===== src/rtl/rmq_pkg.sv =====
`timescale 1ns / 1ps
// ----------------------------------------------------------------------------
// rmq_pkg: shared types and constants for the rotation matrix to quaternion block
// Item payload structs, field widths and pipeline sizing constants.
// ----------------------------------------------------------------------------
package rmq_pkg;

    localparam int ElemW  = 16;
    localparam int RadW   = 19;              // radicand, signed, 1 + up to 3*32768
    localparam int RootW  = 18;              // floor(sqrt(rad << 16)) < 2^18
    localparam int RootSteps = RootW;        // one result bit per stage
    localparam int NumW   = 17;              // element sum or difference
    localparam int MagW   = 17;              // |num|
    localparam int QuotW  = 16;              // quotient bits that matter before clamp
    localparam int DivDW  = MagW + 14 + 1;   // dividend (mag << 14) + s/2
    localparam logic [ElemW-1:0] OneQ14 = 16'd16384;

    typedef enum logic [1:0] {
        SEL_W = 2'd0,
        SEL_X = 2'd1,
        SEL_Y = 2'd2,
        SEL_Z = 2'd3
    } sel_t;

    typedef struct packed {
        logic signed [ElemW-1:0] r00;
        logic signed [ElemW-1:0] r01;
        logic signed [ElemW-1:0] r02;
        logic signed [ElemW-1:0] r10;
        logic signed [ElemW-1:0] r11;
        logic signed [ElemW-1:0] r12;
        logic signed [ElemW-1:0] r20;
        logic signed [ElemW-1:0] r21;
        logic signed [ElemW-1:0] r22;
    } mat_t;

    typedef struct packed {
        logic signed [ElemW-1:0] quat_w;
        logic signed [ElemW-1:0] quat_x;
        logic signed [ElemW-1:0] quat_y;
        logic signed [ElemW-1:0] quat_z;
        logic                    invalid;
    } quat_t;

    // Per-item context that rides alongside the root and divide stages
    typedef struct packed {
        sel_t                   sel;
        logic                   bad;
        logic signed [NumW-1:0] num0;
        logic signed [NumW-1:0] num1;
        logic signed [NumW-1:0] num2;
    } ctx_t;

endpackage


===== src/rtl/rmq_div_pipe.sv =====
`timescale 1ns / 1ps
// ----------------------------------------------------------------------------
// rmq_div_pipe: pipelined restoring divider for one quotient lane
// Computes round-half-away(num * 2^14 / s) saturated to 16 bits signed.
// ----------------------------------------------------------------------------
module rmq_div_pipe (
    input  logic                              aclk,
    input  logic                              adv,
    input  logic signed [rmq_pkg::NumW-1:0]   num,
    input  logic [rmq_pkg::RootW-1:0]         s,
    output logic signed [rmq_pkg::ElemW-1:0]  q_out
);
    import rmq_pkg::*;

    // q = ((mag<<14) + s/2) / s. Only QuotW+1 quotient bits are needed:
    // anything at 2^17 or above saturates, tracked by a sticky flag. The
    // upper dividend bits seed the remainder.
    localparam int Steps = QuotW + 1;
    localparam int RemW  = RootW + 1;

    logic [DivDW-1:0]  dvd_reg [Steps];
    logic [RemW-1:0]   rem_reg [Steps];
    logic [Steps-1:0]  q_reg   [Steps];
    logic [RootW-1:0]  s_reg   [Steps];
    logic              neg_reg [Steps];
    logic              ovf_reg [Steps];

    logic [DivDW-1:0]  dvd_in  [Steps];
    logic [RemW-1:0]   rem_in  [Steps];
    logic [Steps-1:0]  q_in    [Steps];
    logic [RootW-1:0]  s_in    [Steps];
    logic              neg_in  [Steps];
    logic              ovf_in  [Steps];
    logic [RemW:0]     rem_sh  [Steps];
    logic [RemW-1:0]   rem_next [Steps];
    logic [Steps-1:0]  qb;

    logic [MagW-1:0]   mag;
    logic [DivDW-1:0]  dvd0;
    logic              hi_ovf;

    always_comb begin
        mag  = num[NumW-1] ? MagW'(-num) : MagW'(num);
        dvd0 = {1'b0, mag, 14'd0} + DivDW'(s >> 1);
        // quotient bits above Steps: dividend top part already >= s
        hi_ovf = (RootW'(dvd0[DivDW-1:Steps]) >= s);
        dvd_in[0] = dvd0;
        rem_in[0] = RemW'(dvd0[DivDW-1:Steps]);
        q_in[0]   = '0;
        s_in[0]   = s;
        neg_in[0] = num[NumW-1];
        ovf_in[0] = hi_ovf;
        for (int k = 1; k < Steps; k++) begin
            dvd_in[k] = dvd_reg[k-1];
            rem_in[k] = rem_reg[k-1];
            q_in[k]   = q_reg[k-1];
            s_in[k]   = s_reg[k-1];
            neg_in[k] = neg_reg[k-1];
            ovf_in[k] = ovf_reg[k-1];
        end
        for (int k = 0; k < Steps; k++) begin
            rem_sh[k]   = {rem_in[k], dvd_in[k][Steps-1-k]};
            qb[k]       = (rem_sh[k] >= {2'b00, s_in[k]});
            rem_next[k] = qb[k] ? RemW'(rem_sh[k] - {2'b00, s_in[k]}) : RemW'(rem_sh[k]);
        end
    end

    always_ff @(posedge aclk) begin
        if (adv) begin
            for (int k = 0; k < Steps; k++) begin
                dvd_reg[k] <= dvd_in[k];
                rem_reg[k] <= rem_next[k];
                q_reg[k]   <= {q_in[k][Steps-2:0], qb[k]};
                s_reg[k]   <= s_in[k];
                neg_reg[k] <= neg_in[k];
                ovf_reg[k] <= ovf_in[k];
            end
        end
    end

    logic [Steps-1:0] qf;
    always_comb begin
        qf = q_reg[Steps-1];
        if (neg_reg[Steps-1]) begin
            if (ovf_reg[Steps-1] || qf > Steps'(32768)) q_out = 16'sh8000;
            else q_out = ElemW'(-$signed({1'b0, qf}));
        end else begin
            if (ovf_reg[Steps-1] || qf > Steps'(32767)) q_out = 16'sh7fff;
            else q_out = ElemW'(qf);
        end
    end

endmodule


===== config.mk =====
export PLATFORM = sky130hd
export DESIGN_NAME = rmq_div_pipe
export DESIGN_NICKNAME = d
export VERILOG_FILES = /design/src/rtl/rmq_pkg.sv /design/src/rtl/rmq_div_pipe.sv
export SDC_FILE = /design/constraint.sdc
export NUM_CORES = 1
export LEC_CHECK = 0
export BUFFER_PORTS_ARGS = -buffer_cell sky130_fd_sc_hd__buf_2
export CORE_UTILIZATION = 40
export CTS_BUF_LIST = sky130_fd_sc_hd__clkbuf_4 sky130_fd_sc_hd__clkbuf_8 sky130_fd_sc_hd__clkbuf_16
export CTS_CLUSTER_SIZE = 14
export DETAILED_ROUTE_END_ITERATION = 7
export GPL_ROUTABILITY_DRIVEN = 0
export PLACE_DENSITY_LB_ADDON = 0.25
export SYNTH_ARGS = -nofsm -noshare
export SYNTH_HDL_FRONTEND = slang
export SYNTH_SLANG_ARGS = --single-unit
export TNS_END_PERCENT = 100

===== constraint.sdc =====
create_clock -name aclk -period 4.8 [get_ports aclk]
set_input_delay 0.48 -clock aclk [delete_from_list [all_inputs] [get_ports aclk]]
set_output_delay 0.48 -clock aclk [all_outputs]
set_load 0.01 [all_outputs]

After elaboration in Yosys (flattened, before gate mapping)
Memory sizes are Yosys's and may differ from the RTL's. Index checks and enable logic that the tools add are counted.

Register bits: 0. Memory bits (writable): 1496. Input bits: 37. Logic and storage cells: 71. Memories: 6.

Add/sub/neg operators: 20. Magnitude comparators: 20. Mux-type cells: 23. Reduce and logical (&&, ||, !) cells: 2.

Memories: dvd_reg (depth 17, width 32, read ports 16, clocked after memory_dff 0, write ports 17, line rmq_div_pipe.sv:21) `logic [DivDW-1:0] dvd_reg [Steps];`; rem_reg (depth 17, width 19, read ports 16, clocked after memory_dff 0, write ports 17, line rmq_div_pipe.sv:22) `logic [RemW-1:0] rem_reg [Steps];`; s_reg (depth 17, width 18, read ports 16, clocked after memory_dff 0, write ports 17, line rmq_div_pipe.sv:24) `logic [RootW-1:0] s_reg [Steps];`; q_reg (depth 17, width 17, read ports 17, clocked after memory_dff 0, write ports 17, line rmq_div_pipe.sv:23) `logic [Steps-1:0] q_reg [Steps];`; neg_reg (depth 17, width 1, read ports 17, clocked after memory_dff 0, write ports 17, line rmq_div_pipe.sv:25) `logic neg_reg [Steps];`; ovf_reg (depth 17, width 1, read ports 17, clocked after memory_dff 0, write ports 17, line rmq_div_pipe.sv:26) `logic ovf_reg [Steps];`.

Operator list (count): 19-bit two-way mux (17); 20-bit by 18-bit greater-or-equal comparator with 1-bit output (16); 19-bit by 18-bit subtractor with 19-bit output (16); 16-bit two-way mux (3); 31-bit by 17-bit adder with 32-bit output (1); 16-bit by 18-bit subtractor with 19-bit output (1); 15-bit by 18-bit greater-or-equal comparator with 1-bit output (1); 16-bit by 18-bit greater-or-equal comparator with 1-bit output (1); 17-bit by 15-bit > comparator with 1-bit output, second input constant (1); 17-bit by 16-bit > comparator with 1-bit output, second input constant (1); 17-bit two-way mux (1); 17-bit negation (1); 16-bit negation (1); 1-bit logical OR (2); 1-bit two-way mux (2).

Logic depth before layout (Yosys ltp)
Word-level depth: 5. Mapped depth: 21.

Worst setup path before layout
OpenSTA, ideal clock, no wires.

Path kind: in2reg. Start point: input port num[16] (netlist bit). End point: memory rem_reg[0][11] (netlist bit), data pin. Arrival: 4.482 ns. Required time: 4.540 ns. Setup slack: 0.058 ns. Stages on the path: 20. Buffers on the path: 4. Path through: buf_4 clkbuf_1 nand2b_1 xnor2_1 ha_1 a21oi_1 nor4_2 nand4_1 xor2_1 ha_1 and3_1 nand2_1 or3_1 nor4_1 o21ai_0 inv_1 or2_1 buf_4 buf_4 mux2_2.

RTL lines: from (decl) (line rmq_div_pipe.sv:9) `input logic signed [rmq_pkg::NumW-1:0] num,`; to (decl) (line rmq_div_pipe.sv:22).

==> results.ini <==
[grt]
grt_remaining_overflow=0
first_global_vias=28066
track_usage=0.163
grt_max_degree=125
antenna_found_initial=2
grt_pass1_wl_mm=147

[worst_setup_path]
crit_fanout=12
path_class=register to primary output
arrival_ps=3930
worst_setup_path_start_kind=register
required_ps=4320
endpoint_kind=primary output

[pwr]
p_comb_frac=0.417
seqPwrFrac=0.365
pwr_density_cell_nw_per_um2=611
p_clk_frac=0.218
switchingPower_mw=10.6
internal_power_mw=19.4
switching_share=0.353
p_leak_nw=19.5
p_total_mw=30.0
irDropWorstVdd_mv=0.301

[die]
core-area_um2=108000
io_pins=53
die_y_um=332
row_count=120
die_x_um=332
die-area_um2=110000
start_util=0.406

[final_layout]
drive_gt1_frac=0.114
fin_nets=4375
diodes=0
nFillCells=9758
final_cell_count_no_fill=5473
syn_to_final_growth_pct=12.5
fin_area_um2=49100
finish.utilization=0.456
largest_reg_flops=304

[sta]
setup_viol=0
worst_pin_slew_ps=1170
period_share=0.918
drv_slew=0
grt_setup_unrepaired=no
skew_ps=55.0
timing.hold.ws_ps=64.6
setup-tns-final_ps=0
max_freq_ghz=0.227
hold_viol_final=0
min_period_ps=4410
setup_ws_ps=393
relSlewSlack=0.214

[cts]
cts_setup_buffers=0
path_clk_slew_ps=60
clockRootBuffer=clkbuf_16
cts_buffer_depth=3
cts_buffers=88
cts_hold_buf=9
cts.sinks=782
cts_max_level=3
cts_resized=0
tritoncts=built
insertion_delay_ps=660

[drt]
vias=28757
totalWireLength_mm=90.5
remaining_drc_errors=0
vias_per_cell=5.25
dr.pass1.iters=7
drtAntennaViolNets=0
post_drt_wl_per_cell_um=16.5
drtIter0Drc=1865

[synth]
yosysWarnings=0
syn-cell-area_um2=43700
ys_seq_elements=782
synthCells=3823
postSynthAreaPerCell_um2=11.4
postSynth.asyncResetShare=0
synth-edff-count=782
yosysUniqueCellTypes=88
synth-seq-area-share=0.538
synth_flop_cell=edfxtp_1

[placement]
placed_area_um2=46200
dp_cells=5300
port-buffer-count=52
dp_hpwl_mm=67.6
dp_slack_ps=-98.3

[run]
maxCapViolCount=0

[worst_hold_path]
hold_path.class=input pin to register

[run_status]
status=completed

critical path, stage by stage, from the launching register on:
cell and delay (ps):
edfxtp_1 490, inv_1 100, ha_1 190, nor3b_2 270, nand4_1 140, or3_1 410, o41ai_2 410, nand3_1 410
o311ai_0 600, buf_2 230
final cells by class:
class	instances	area, µm²	share of cell area
inverters	387	1450	0.0296
flip-flops and latches	782	23500	0.478
well taps	1403	1760	0.0357
clock buffers	109	2380	0.0484
repair buffers	145	1080	0.0220
clock inverters	55	494	0.0101
multi-input cells	2592	18500	0.376
worst paths after layout:
check / start / to / slack, ps / depth (start not counted)
worst max-delay path: q_reg[0][272] / q_out[12] / 390 / 9
worst min-delay path: s[5] / dvd_reg[0][4] / 60 / 1
worst max register to register: dvd_reg[0][201] / rem_reg[0][149] / 1010 / 11
worst min register to register: neg_reg[0][7] / neg_reg[0][8] / 410 / 0
cells in the final DEF, fill, tap and decap left out, types with 51 or more instances in the layout:
master	count
a21o_1	89
a21oi_1	237
buf_2	51
buf_4	77
clkbuf_16	89
edfxtp_1	782
ha_1	325
inv_1	387
mux2_2	79
nand2_1	316
nand4_1	51
nor2_1	193
nor3_1	101
o21ai_0	281
xnor2_1	147
xor2_1	102
power groups by stage:
stage | sequential [mW] | clock [mW] | combinational [mW]
floorplan | 10.6 | 0 | 9.79
global placement | 11.1 | 0 | 12.3
detailed placement | 11.1 | 0 | 12.4
CTS | 11.0 | 6.74 | 12.5
global route | 11.1 | 6.99 | 14.1
finish | 11.0 | 6.54 | 12.5
cells by family after synthesis:
family,synth area share
other,0.0000859
xor gates and xnor gates,0.0503
adders and majority gates,0.101
buffers and inverters,0.0398
AOI/OAI and AO/OA,0.133
and+or+nand+nor,0.108
DFF,0.538
muxes,0.0302
synth_stat cells (17+ instances only):
master    count  area share
nand3_1      44      0.0050
o21a_1       28      0.0048
nand2b_1     40      0.0057
inv_1       387       0.033
xnor2_1     147       0.029
fa_1         17      0.0078
ha_1        325       0.093
and2_1       19      0.0027
a211oi_1     29      0.0050
or3_1        36      0.0052
a21oi_1     239       0.027
edfxtp_1    782        0.54
o21bai_1     33      0.0057
nor3_1      101       0.012
a31oi_1      34      0.0049
o31ai_1      29      0.0050
o211ai_1     17      0.0029
o21ai_0     282       0.032
nand2_1     316       0.027
a21o_1       89       0.015
nor2_1      193       0.017
xor2_1      102       0.020
or2_2        34      0.0049
clkbuf_1     47      0.0040
mux2_4       18      0.0062
mux2_2       79       0.020
nand4_1      51      0.0073
nor2b_1      48      0.0069
metal layers:
| metal | GRT usage | share of wire | vias to the layer above |
|---|---|---|---|
| met5 | 0 | 0 | - |
| met4 | 0.0522 | 0.027 | 0 |
| met3 | 0.0243 | 0.035 | 137 |
| met2 | 0.278 | 0.48 | 428 |
| met1 | 0.213 | 0.46 | 13748 |
| li1 | - | - | 14444 |
Note: power is estimated with default switching activity, not from simulation.
