[src/rtl/rmq_pkg.sv]
`timescale 1ns / 1ps
// ----------------------------------------------------------------------------
// rmq_pkg: shared types and constants for the rotation matrix to quaternion block
// Item payload structs, field widths and pipeline sizing constants.
// ----------------------------------------------------------------------------
package rmq_pkg;

    localparam int ElemW  = 16;
    localparam int RadW   = 19;              // radicand, signed, 1 + up to 3*32768
    localparam int RootW  = 18;              // floor(sqrt(rad << 16)) < 2^18
    localparam int RootSteps = RootW;        // one result bit per stage
    localparam int NumW   = 17;              // element sum or difference
    localparam int MagW   = 17;              // |num|
    localparam int QuotW  = 16;              // quotient bits that matter before clamp
    localparam int DivDW  = MagW + 14 + 1;   // dividend (mag << 14) + s/2
    localparam logic [ElemW-1:0] OneQ14 = 16'd16384;

    typedef enum logic [1:0] {
        SEL_W = 2'd0,
        SEL_X = 2'd1,
        SEL_Y = 2'd2,
        SEL_Z = 2'd3
    } sel_t;

    typedef struct packed {
        logic signed [ElemW-1:0] r00;
        logic signed [ElemW-1:0] r01;
        logic signed [ElemW-1:0] r02;
        logic signed [ElemW-1:0] r10;
        logic signed [ElemW-1:0] r11;
        logic signed [ElemW-1:0] r12;
        logic signed [ElemW-1:0] r20;
        logic signed [ElemW-1:0] r21;
        logic signed [ElemW-1:0] r22;
    } mat_t;

    typedef struct packed {
        logic signed [ElemW-1:0] quat_w;
        logic signed [ElemW-1:0] quat_x;
        logic signed [ElemW-1:0] quat_y;
        logic signed [ElemW-1:0] quat_z;
        logic                    invalid;
    } quat_t;

    // Per-item context that rides alongside the root and divide stages
    typedef struct packed {
        sel_t                   sel;
        logic                   bad;
        logic signed [NumW-1:0] num0;
        logic signed [NumW-1:0] num1;
        logic signed [NumW-1:0] num2;
    } ctx_t;

endpackage

[src/rtl/rmq_sqrt_pipe.sv]
`timescale 1ns / 1ps
// ----------------------------------------------------------------------------
// rmq_sqrt_pipe: pipelined integer square root
// Restoring root, one result bit per stage, with a side context carried along.
// ----------------------------------------------------------------------------
module rmq_sqrt_pipe #(
    parameter int CTX_W = 8
) (
    input  logic                                aclk,
    input  logic                                aresetn,
    input  logic                                adv,
    input  logic                                in_valid,
    input  logic [rmq_pkg::RadW-2:0]            in_rad,
    input  logic [CTX_W-1:0]                    in_ctx,
    output logic                                out_valid,
    output logic [rmq_pkg::RootW-1:0]           out_root,
    output logic [CTX_W-1:0]                    out_ctx
);
    import rmq_pkg::*;

    localparam int OpW = 2 * RootW;            // operand rad << 16, 34 bits fit in 36
    localparam int RemW = RootW + 2;

    logic [RootSteps-1:0]         vld_reg;
    logic [OpW-1:0]               op_reg   [RootSteps];
    logic [RemW-1:0]              rem_reg  [RootSteps];
    logic [RootW-1:0]             root_reg [RootSteps];
    logic [CTX_W-1:0]             ctx_reg  [RootSteps];

    logic [OpW-1:0]               op_in     [RootSteps];
    logic [RemW-1:0]              rem_in    [RootSteps];
    logic [RootW-1:0]             root_in   [RootSteps];
    logic [RemW-1:0]              rem_next  [RootSteps];
    logic [RemW-1:0]              trial     [RootSteps];
    logic [RootW-1:0]             root_next [RootSteps];

    always_comb begin
        op_in[0]   = {{(OpW-(RadW-1)-16){1'b0}}, in_rad, 16'd0};
        rem_in[0]  = '0;
        root_in[0] = '0;
        for (int k = 1; k < RootSteps; k++) begin
            op_in[k]   = op_reg[k-1];
            rem_in[k]  = rem_reg[k-1];
            root_in[k] = root_reg[k-1];
        end
        for (int k = 0; k < RootSteps; k++) begin
            // bring down two operand bits, try 4*root+1
            rem_next[k] = {rem_in[k][RemW-3:0], op_in[k][OpW-1 -: 2]};
            trial[k]    = {root_in[k], 2'b01};
            if (rem_next[k] >= trial[k]) begin
                rem_next[k]  = rem_next[k] - trial[k];
                root_next[k] = {root_in[k][RootW-2:0], 1'b1};
            end else begin
                root_next[k] = {root_in[k][RootW-2:0], 1'b0};
            end
        end
    end

    always_ff @(posedge aclk) begin
        if (!aresetn) begin
            vld_reg <= '0;
        end else if (adv) begin
            vld_reg <= {vld_reg[RootSteps-2:0], in_valid};
        end
        if (adv) begin
            ctx_reg[0] <= in_ctx;
            for (int k = 0; k < RootSteps; k++) begin
                op_reg[k]   <= {op_in[k][OpW-3:0], 2'b00};
                rem_reg[k]  <= rem_next[k];
                root_reg[k] <= root_next[k];
            end
            for (int k = 1; k < RootSteps; k++) begin
                ctx_reg[k] <= ctx_reg[k-1];
            end
        end
    end

    assign out_valid = vld_reg[RootSteps-1];
    assign out_root  = root_reg[RootSteps-1];
    assign out_ctx   = ctx_reg[RootSteps-1];

endmodule

[config.mk]
export PLATFORM = sky130hd
export DESIGN_NAME = rmq_sqrt_pipe
export DESIGN_NICKNAME = d
export VERILOG_FILES = /design/src/rtl/rmq_pkg.sv /design/src/rtl/rmq_sqrt_pipe.sv
export SDC_FILE = /design/constraint.sdc
export NUM_CORES = 1
export LEC_CHECK = 0
export ABC_AREA = 0
export BUFFER_PORTS_ARGS = -buffer_cell sky130_fd_sc_hd__buf_2
export CORE_MARGIN = 4
export CORE_UTILIZATION = 63
export CTS_CLUSTER_DIAMETER = 30
export CTS_CLUSTER_SIZE = 12
export DETAILED_ROUTE_END_ITERATION = 10
export PLACE_DENSITY = 0.8
export SLEW_MARGIN = 20
export SYNTH_ARGS = -nofsm -noshare
export SYNTH_HDL_FRONTEND = slang
export SYNTH_SLANG_ARGS = --single-unit
[constraint.sdc]
create_clock -name aclk -period 3.25 [get_ports aclk]
set_input_delay 0.4875 -clock aclk [delete_from_list [all_inputs] [get_ports aclk]]
set_output_delay 0.4875 -clock aclk [all_outputs]
set_load 0.02 [all_outputs]
After elaboration in Yosys (flattened, before gate mapping)

Memories as Yosys holds them, arrays and structs flattened.
Cells that the tools add are included.

Register bits: 18
Memory bits (writable): 1440
Input port bits: 30
Output and inout bits: 27
Logic and storage cells: 75
Memories: 4

Memories:

| name     | depth | bits a word | rd ports | clocked after Yosys merged registers in | wr ports | RTL line            | source |
|---|---|---|---|---|---|---|---|
| op_reg   | 18    | 34          | 17       | 0                                       | 18       | rmq_sqrt_pipe.sv:25 | `logic [OpW-1:0] op_reg [RootSteps];` |
| rem_reg  | 18    | 20          | 17       | 0                                       | 18       | rmq_sqrt_pipe.sv:26 | `logic [RemW-1:0] rem_reg [RootSteps];` |
| root_reg | 18    | 18          | 18       | 0                                       | 18       | rmq_sqrt_pipe.sv:27 | `logic [RootW-1:0] root_reg [RootSteps];` |
| ctx_reg  | 18    | 8           | 18       | 0                                       | 18       | rmq_sqrt_pipe.sv:28 | `logic [CTX_W-1:0] ctx_reg [RootSteps];` |

$add $sub $neg: 17
$lt $le $gt $ge: 17
Muxes and demuxes: 36

Operator list:

| kind                 | number |
|---|---|
| 20-bit >= comparator | 17 |
| 20-bit 2-to-1 mux    | 17 |
| 20-bit subtractor    | 17 |
| 1-bit 2-to-1 mux     | 19 |

Logic depth before layout (Yosys ltp)

Gate-level depths: netlist of run 1.
An unclocked memory read counts as a cell.

Word-level depth: 3
Depth in mapped cells: 12
Gate-level depth less buffers: 10

Least setup slack after synthesis of run 1

Ideal clock, no wire load.

Path type: register to register
Start point: memory rem_reg[10][0] in the netlist's numbering
End point: memory rem_reg[11][10] in the netlist's numbering, data pin
Library setup time: 0.260 ns
Arrival: 2.617 ns
Data required time: 2.990 ns
Slack: 0.373 ns
Stages on the path, launching flop included: 10
Buffers on the path: 1
Clock period less this slack: 2.877 ns
Cells stage by stage: edfxtp_1 > ha_1 > fa_1 > a211oi_1 > o211ai_1 > a31oi_1 > nor2_1 > nor4_2 > buf_2 > mux2_2

RTL lines:

| element     | RTL line |
|---|---|
| from (decl) | rmq_sqrt_pipe.sv:26 |

==> results of run 1 <==
## cell type report
| class | count | area [sq um] | area share |
|---|---|---|---|
| Sequential cell | 666 | 19800 | 0.536 |
| Inverter | 192 | 721 | 0.0195 |
| Timing Repair Buffer | 123 | 1010 | 0.0274 |
| Clock inverter | 90 | 1130 | 0.0305 |
| Multi-Input combinational cell | 1358 | 9930 | 0.269 |
| Tap cell | 615 | 769 | 0.0208 |
| Clock buffer | 154 | 3570 | 0.0965 |
## metrics by stage
step                hold slack [ns]  instance area, sq um
floorplan                     0.400                 30600
global placement              0.400                 32000
detailed placement            0.405                 32000
CTS                          0.0503                 36900
global route                 0.0893                 36900
finish                        0.101                 36900
## path summary, 6_finish.rpt
path                            cells after the start  slack, ns                       end                         start
worst max-delay path                                8       0.22  rem_reg[13][2]$_DFFE_PP_  rem_reg[12][0]$_SDFFCE_PP0P_
worst min-delay path                                3       0.10   vld_reg[0]$_SDFFE_PN0P_                      in_valid
worst max register to register                      8       0.22  rem_reg[13][2]$_DFFE_PP_  rem_reg[12][0]$_SDFFCE_PP0P_
worst min register to register                      0       0.41   ctx_reg[6][3]$_DFFE_PP_       ctx_reg[5][3]$_DFFE_PP_
## routing by layer
layer | wire length [microns] | up-vias | track usage | part of all wire
li1 | - | 8909 | - | -
met1 | 24300 | 9043 | 0.279 | 0.41
met2 | 30900 | 508 | 0.406 | 0.52
met3 | 2670 | 141 | 0.0503 | 0.045
met4 | 1950 | 0 | 0.102 | 0.033
met5 | 0 | - | 0 | 0
## worst register-to-register path, cell delays in order, from the launching register on
cell and delay, ns:
edfxtp_1 0.47, ha_1 0.29, fa_1 0.46, a211oi_2 0.37, o211ai_1 0.17, a31oi_1 0.31
o211ai_1 0.13, buf_4 0.25, mux2_2 0.31
## Yosys cell counts (all sizes together), types with 11 or more instances
cell / instances
dfxtp: 18
nor4: 30
or4: 15
nor2: 134
nor2b: 35
or3: 31
inv: 192
nand2: 105
nand3: 27
a21o: 44
mux2: 49
nand4: 12
mux2i: 23
o211ai: 21
a211oi: 23
o31ai: 19
edfxtp: 648
o21ai: 82
or2: 13
o21a: 32
buf: 11
nand2b: 17
clkbuf: 20
xor2: 90
xnor2: 84
nor3: 56
o21bai: 13
a21oi: 131
ha: 156
## cells by family (layout without fill, tap and decap cells)
| logic type | Yosys count | count (layout) |
|---|---|---|
| AOI/OAI and AO/OA | 437 | 437 |
| adders and majority gates | 163 | 163 |
| xor gates and xnor gates | 174 | 174 |
| DFF | 666 | 666 |
| other | 1 | 2 |
| buffers and inverters | 223 | 559 |
| muxes | 72 | 72 |
| and+or+nand+nor | 510 | 510 |
## power groups by stage
stage	Combinational [mW]	Clock (mW)	Sequential, mW
4_1_cts	2.92	14.2	11.0
6_report	2.95	14.0	11.0
3_5_place_dp	2.84	0	11.1
2_1_floorplan	2.07	0	10.9
3_3_place_gp	2.73	0	11.1
5_1_grt	3.29	14.7	11.0
## timing repair
action,4_1_cts,5_1_grt
hold buffers,26,0
endpoints found under the setup margin,0,15
endpoints found under the hold margin,26,0
gates resized for setup,0,3
==> impl_metrics.csv, run 1 <==
group,metric,value,unit
clocking,clockBufferDepth,3,
global_routing,grt-ovfl-total,0,
synthesis,synth_mux_area_frac,0.0259,
floorplan,die_h,228,microns
power_and_ir_drop,power.total,27.9,mW
synthesis,yosys.area.top_type_share,0.636,
synthesis,syn_area,30600,sq um
sta,skew,0.0235,ns
setup_path,max_stage_delay,0.47,ns
floorplan,core,47800,sq um
synthesis,synth_simple_gate_area_frac,0.0869,
synthesis,ys_warn_count,0,
global_routing,track_usage,0.232,
sta,worstMarginPinSlew,0.897,ns
power_and_ir_drop,p_per_area,756,nW/um^2
clocking,clock-sinks,666,
sta,fin_ws,0.224,ns
synthesis,synth-main-ff-cell,"edfxtp_1",
synthesis,synthAdderAreaFrac,0.0684,
routing,routed_wl,59900,microns
synthesis,ys_seq_elements,666,
setup_path,startpoint_type,"flop",
global_routing,grt_pass1_wl,97400,microns
placement,dpl.hpwl,37800,microns
layout,syn2layout_area_growth,20.7,%
floorplan,dieArea,52200,sq um
sta,tns,0,ns
synthesis,synth-async-reset-ratio,0,
clocking,cts_post_setup_buffers_inserted,0,
global_routing,antenna_found_initial,0,
synthesis,synthXorXnorAreaFrac,0.0498,
layout,final_cell_mix,"648 x edfxtp_1, 192 x inv_1, 156 x ha_1",
routing,wl_per_cell,18.7,microns
routing,viasPerCell,5.82,
sta,setup_violations,0,
setup_path,crit_type,"reg -> reg",
layout,num-fill-cells,2661,
sta,max_slew_margin,0.402,
power_and_ir_drop,ir_drop,0.749,mV
clocking,tritoncts,"built",
synthesis,avgSynthCellArea,13.6,sq um
clocking,clk_latency,0.69,ns
placement,placed_cells,2928,
routing,drtIter0Drc,1280,
layout,post-route-util,0.772,
setup_path,path_buf_inv,1,
synthesis,synth_top_family_by_area,"compound AO/OA/AOI/OAI gates",
global_routing,first_global_vias,19100,
synthesis,synth_top_area_cell,"edfxtp_1",
setup_path,worstPathArrival,3.44,ns
setup_path,crit_slowest_cell,"edfxtp_1",
sta,min_period_over_period,0.931,
setup_path,crit_fanout,25,
run,maxCapViolCount,0,
power_and_ir_drop,p_leak,14.5,nW
sta,fmax,330,MHz
clocking,cts_made_buffers,133,
status,outcome,"completed",
routing,drc,0,
placement,pre_cts_slack,0.0640,ns
synthesis,netlist_top_cells_area,"edfxtp_1 64%, ha_1 6.4%, xor2_1 2.6%",
synthesis,netlist_instances,2246,
power_and_ir_drop,switchingPower,6.51,mW
global_routing,grt_max_degree,95,
power_and_ir_drop,p_sw_frac,0.233,
routing,antenna_left,0,
power_and_ir_drop,p_int,21.4,mW
floorplan,rows,80,
placement,place.gp.congestion,0.916,
setup_path,crit_top_cell,"o211ai_1",
setup_path,cp-end-kind,"flop",
sta,drv_slew,0,
layout,layout-drive-gt1-share,0.152,
setup_path,cp_cell_sequence,"ha_1 -> fa_1 -> a211oi_2 -> o211ai_1 -> a31oi_1 -> o211ai_1 -> buf_4 -> mux2_2",
setup_path,crit_required,3.66,ns
floorplan,io_pins,57,
synthesis,synth_edf_count,648,
synthesis,synth_compound_area_frac,0.0928,
synthesis,synth_seq_area_share,0.648,
layout,layout_commonest_cell,"edfxtp_1",
sta,hold_violations,0,
power_and_ir_drop,clkPwrFrac,0.502,
floorplan,die_x,228,microns
routing,via_count,18600,
clocking,cts.clk_slew.worst_paths,0.05,ns
power_and_ir_drop,seqPwrFrac,0.393,
min_path,hold_path_class,"in -> reg",
setup_path,crit_family,"compound AO/OA/AOI/OAI gates",
power_and_ir_drop,combPwrFrac,0.106,
placement,port_buffers,55,
floorplan,start_util,0.640,
layout,instances_no_fill,3198,
routing,drtPass1Iterations,6,
layout,largest_reg_flops,261,
sta,period_needed,3.03,ns
clocking,root_buffer,"clkbuf_16",
layout,nets,2667,
clocking,cts_max_level,4,
layout,insertedDiodeCount,0,
sta,rsz0062_at_grt,"false",
synthesis,synth.distinct_cells,83,
(Power assumes the default switching activity.)
==> run 2, diff against run 1 <==
Settings changed: CORE_UTILIZATION 63 to 25, CTS_CLUSTER_DIAMETER 30 to not set, PLACE_DENSITY 0.8 to not set.
==> impl_metrics.csv, run 2 (synthesized netlist as in run 1, its figures left out) <==
group,metric,value,unit
status,outcome,"completed",
setup_path,crit_fanout,14,
sta,skew,0.0254,ns
global_routing,grt-ovfl-total,0,
routing,drtPass1Iterations,7,
routing,routed_wl,48500,microns
routing,via_count,17100,
layout,layout-drive-gt1-share,0.119,
global_routing,grt_max_degree,84,
global_routing,antenna_found_initial,0,
floorplan,die_h,358,microns
layout,syn2layout_area_growth,17.8,%
sta,rsz0062_at_grt,"false",
clocking,ctsHoldBuffers,23,
routing,wl_per_cell,11.8,microns
layout,design_area,36000,sq um
clocking,clock-sinks,666,
sta,setup_violations,0,
min_path,hold_path_class,"in -> reg",
sta,tns,0,ns
placement,dpl.hpwl,33900,microns
power_and_ir_drop,p_leak,13.4,nW
clocking,cts.clk_slew.worst_paths,0.06,ns
sta,hold_violations,0,
clocking,cts-resized-gates,0,
sta,worstMarginPinSlew,0.774,ns
sta,period_needed,2.99,ns
layout,largest_reg_flops,261,
layout,layout_commonest_cell,"edfxtp_1",
layout,post-route-util,0.296,
floorplan,die_x,358,microns
run,maxCapViolCount,0,
routing,drtIter0Drc,624,
power_and_ir_drop,ir_drop,0.446,mV
clocking,clockBufferDepth,3,
layout,final_cell_mix,"648 x edfxtp_1, 192 x inv_1, 156 x ha_1",
floorplan,start_util,0.251,
setup_path,startpoint_type,"flop",
layout,insertedDiodeCount,0,
routing,drc,0,
floorplan,core,122000,sq um
setup_path,worstPathArrival,3.36,ns
floorplan,rows,128,
clocking,cts_made_buffers,79,
setup_path,crit_required,3.62,ns
routing,viasPerCell,4.17,
sta,drv_slew,0,
sta,min_period_over_period,0.921,
routing,antenna_left,0,
floorplan,io_pins,57,
setup_path,cp-end-kind,"flop",
placement,placed_area,33200,sq um
global_routing,grt_pass1_wl,81700,microns
clocking,tritoncts,"built",
layout,nets,2611,
power_and_ir_drop,p_per_area,616,nW/um^2
clocking,clk_latency,0.61,ns
clocking,root_buffer,"clkbuf_16",
sta,fmax,334,MHz
clocking,cts_post_setup_buffers_inserted,0,
placement,port_buffers,55,
global_routing,track_usage,0.0761,
global_routing,first_global_vias,17600,
setup_path,crit_type,"reg -> reg",
sta,max_slew_margin,0.477,
clocking,cts_max_level,3,
placement,place.gp.congestion,0.854,
floorplan,dieArea,128000,sq um
==> run 2: changes by cell type in the layout (fill, tap and decap cells not counted), moves of 4 or more <==
cell / change
bufinv_16: -17
clkbuf_1: +5
clkbuf_16: -59
clkinv_1: -8
clkinv_2: -7
clkinv_4: -4
clkinvlp_4: -8
==> run 2: worst max-delay path, stage by stage, from the launching register on <==
cell	delay, ns
edfxtp_1	0.47
ha_1	0.28
fa_1	0.43
a211oi_1	0.33
o21ai_0	0.30
a21oi_1	0.29
o21ai_2	0.24
buf_4	0.26
nor2_1	0.08
a31oi_1	0.05
==> run 2: cell type report <==
cell class | instances | area [sq um]
clock inverter | 43 | 428
fill | 12200 | 85700
tap | 1625 | 2030
timing repair buffer | 121 | 988
inverter | 192 | 721
multi-input combinational | 1358 | 9920
sequential | 666 | 19800
clock buffer | 102 | 2140
==> run 2: worst paths after layout <==
kind | to | cells past startpoint | start | slack (ns)
worst min-delay path | ctx_reg[0][1]$_DFFE_PP_ | 1 | in_ctx[1] | 0.06
worst max register to register | rem_reg[16][11]$_DFFE_PP_ | 9 | rem_reg[15][0]$_SDFFCE_PP0P_ | 0.26
worst min register to register | op_reg[5][28]$_DFFE_PP_ | 0 | op_reg[4][26]$_DFFE_PP_ | 0.40
worst max-delay path | rem_reg[16][11]$_DFFE_PP_ | 9 | rem_reg[15][0]$_SDFFCE_PP0P_ | 0.26
==> run 2: per-layer routing <==
layer,wire length [microns],share of wire,track usage
met5,0,0,0
met4,1940,0.040,0.0364
met3,1640,0.034,0.0165
met2,25000,0.52,0.141
met1,19900,0.41,0.0815
==> run 2: report_power, final <==
group | internal (mW) | leakage [nW] | total [mW] | switching [mW]
clock | 5.14 | 1.24 | 8.53 | 3.39
combinational | 1.27 | 5.91 | 2.80 | 1.52
sequential | 10.4 | 6.27 | 10.9 | 0.415
total | 16.9 | 13.4 | 22.2 | 5.32
==> run 2: metrics by stage <==
step | power, mW | cells | hold slack [ns] | setup WS (ns)
2_1_floorplan | 13.0 | 2247 | 0.400 | 0.373
3_3_place_gp | 13.8 | 3939 | 0.401 | 0.295
3_5_place_dp | 13.8 | 3939 | 0.405 | 0.242
4_1_cts | 22.6 | 4107 | 0.00311 | 0.235
5_1_grt | 23.4 | 4107 | 0.0133 | 0.0513
6_report | 22.2 | 4107 | 0.0612 | 0.258
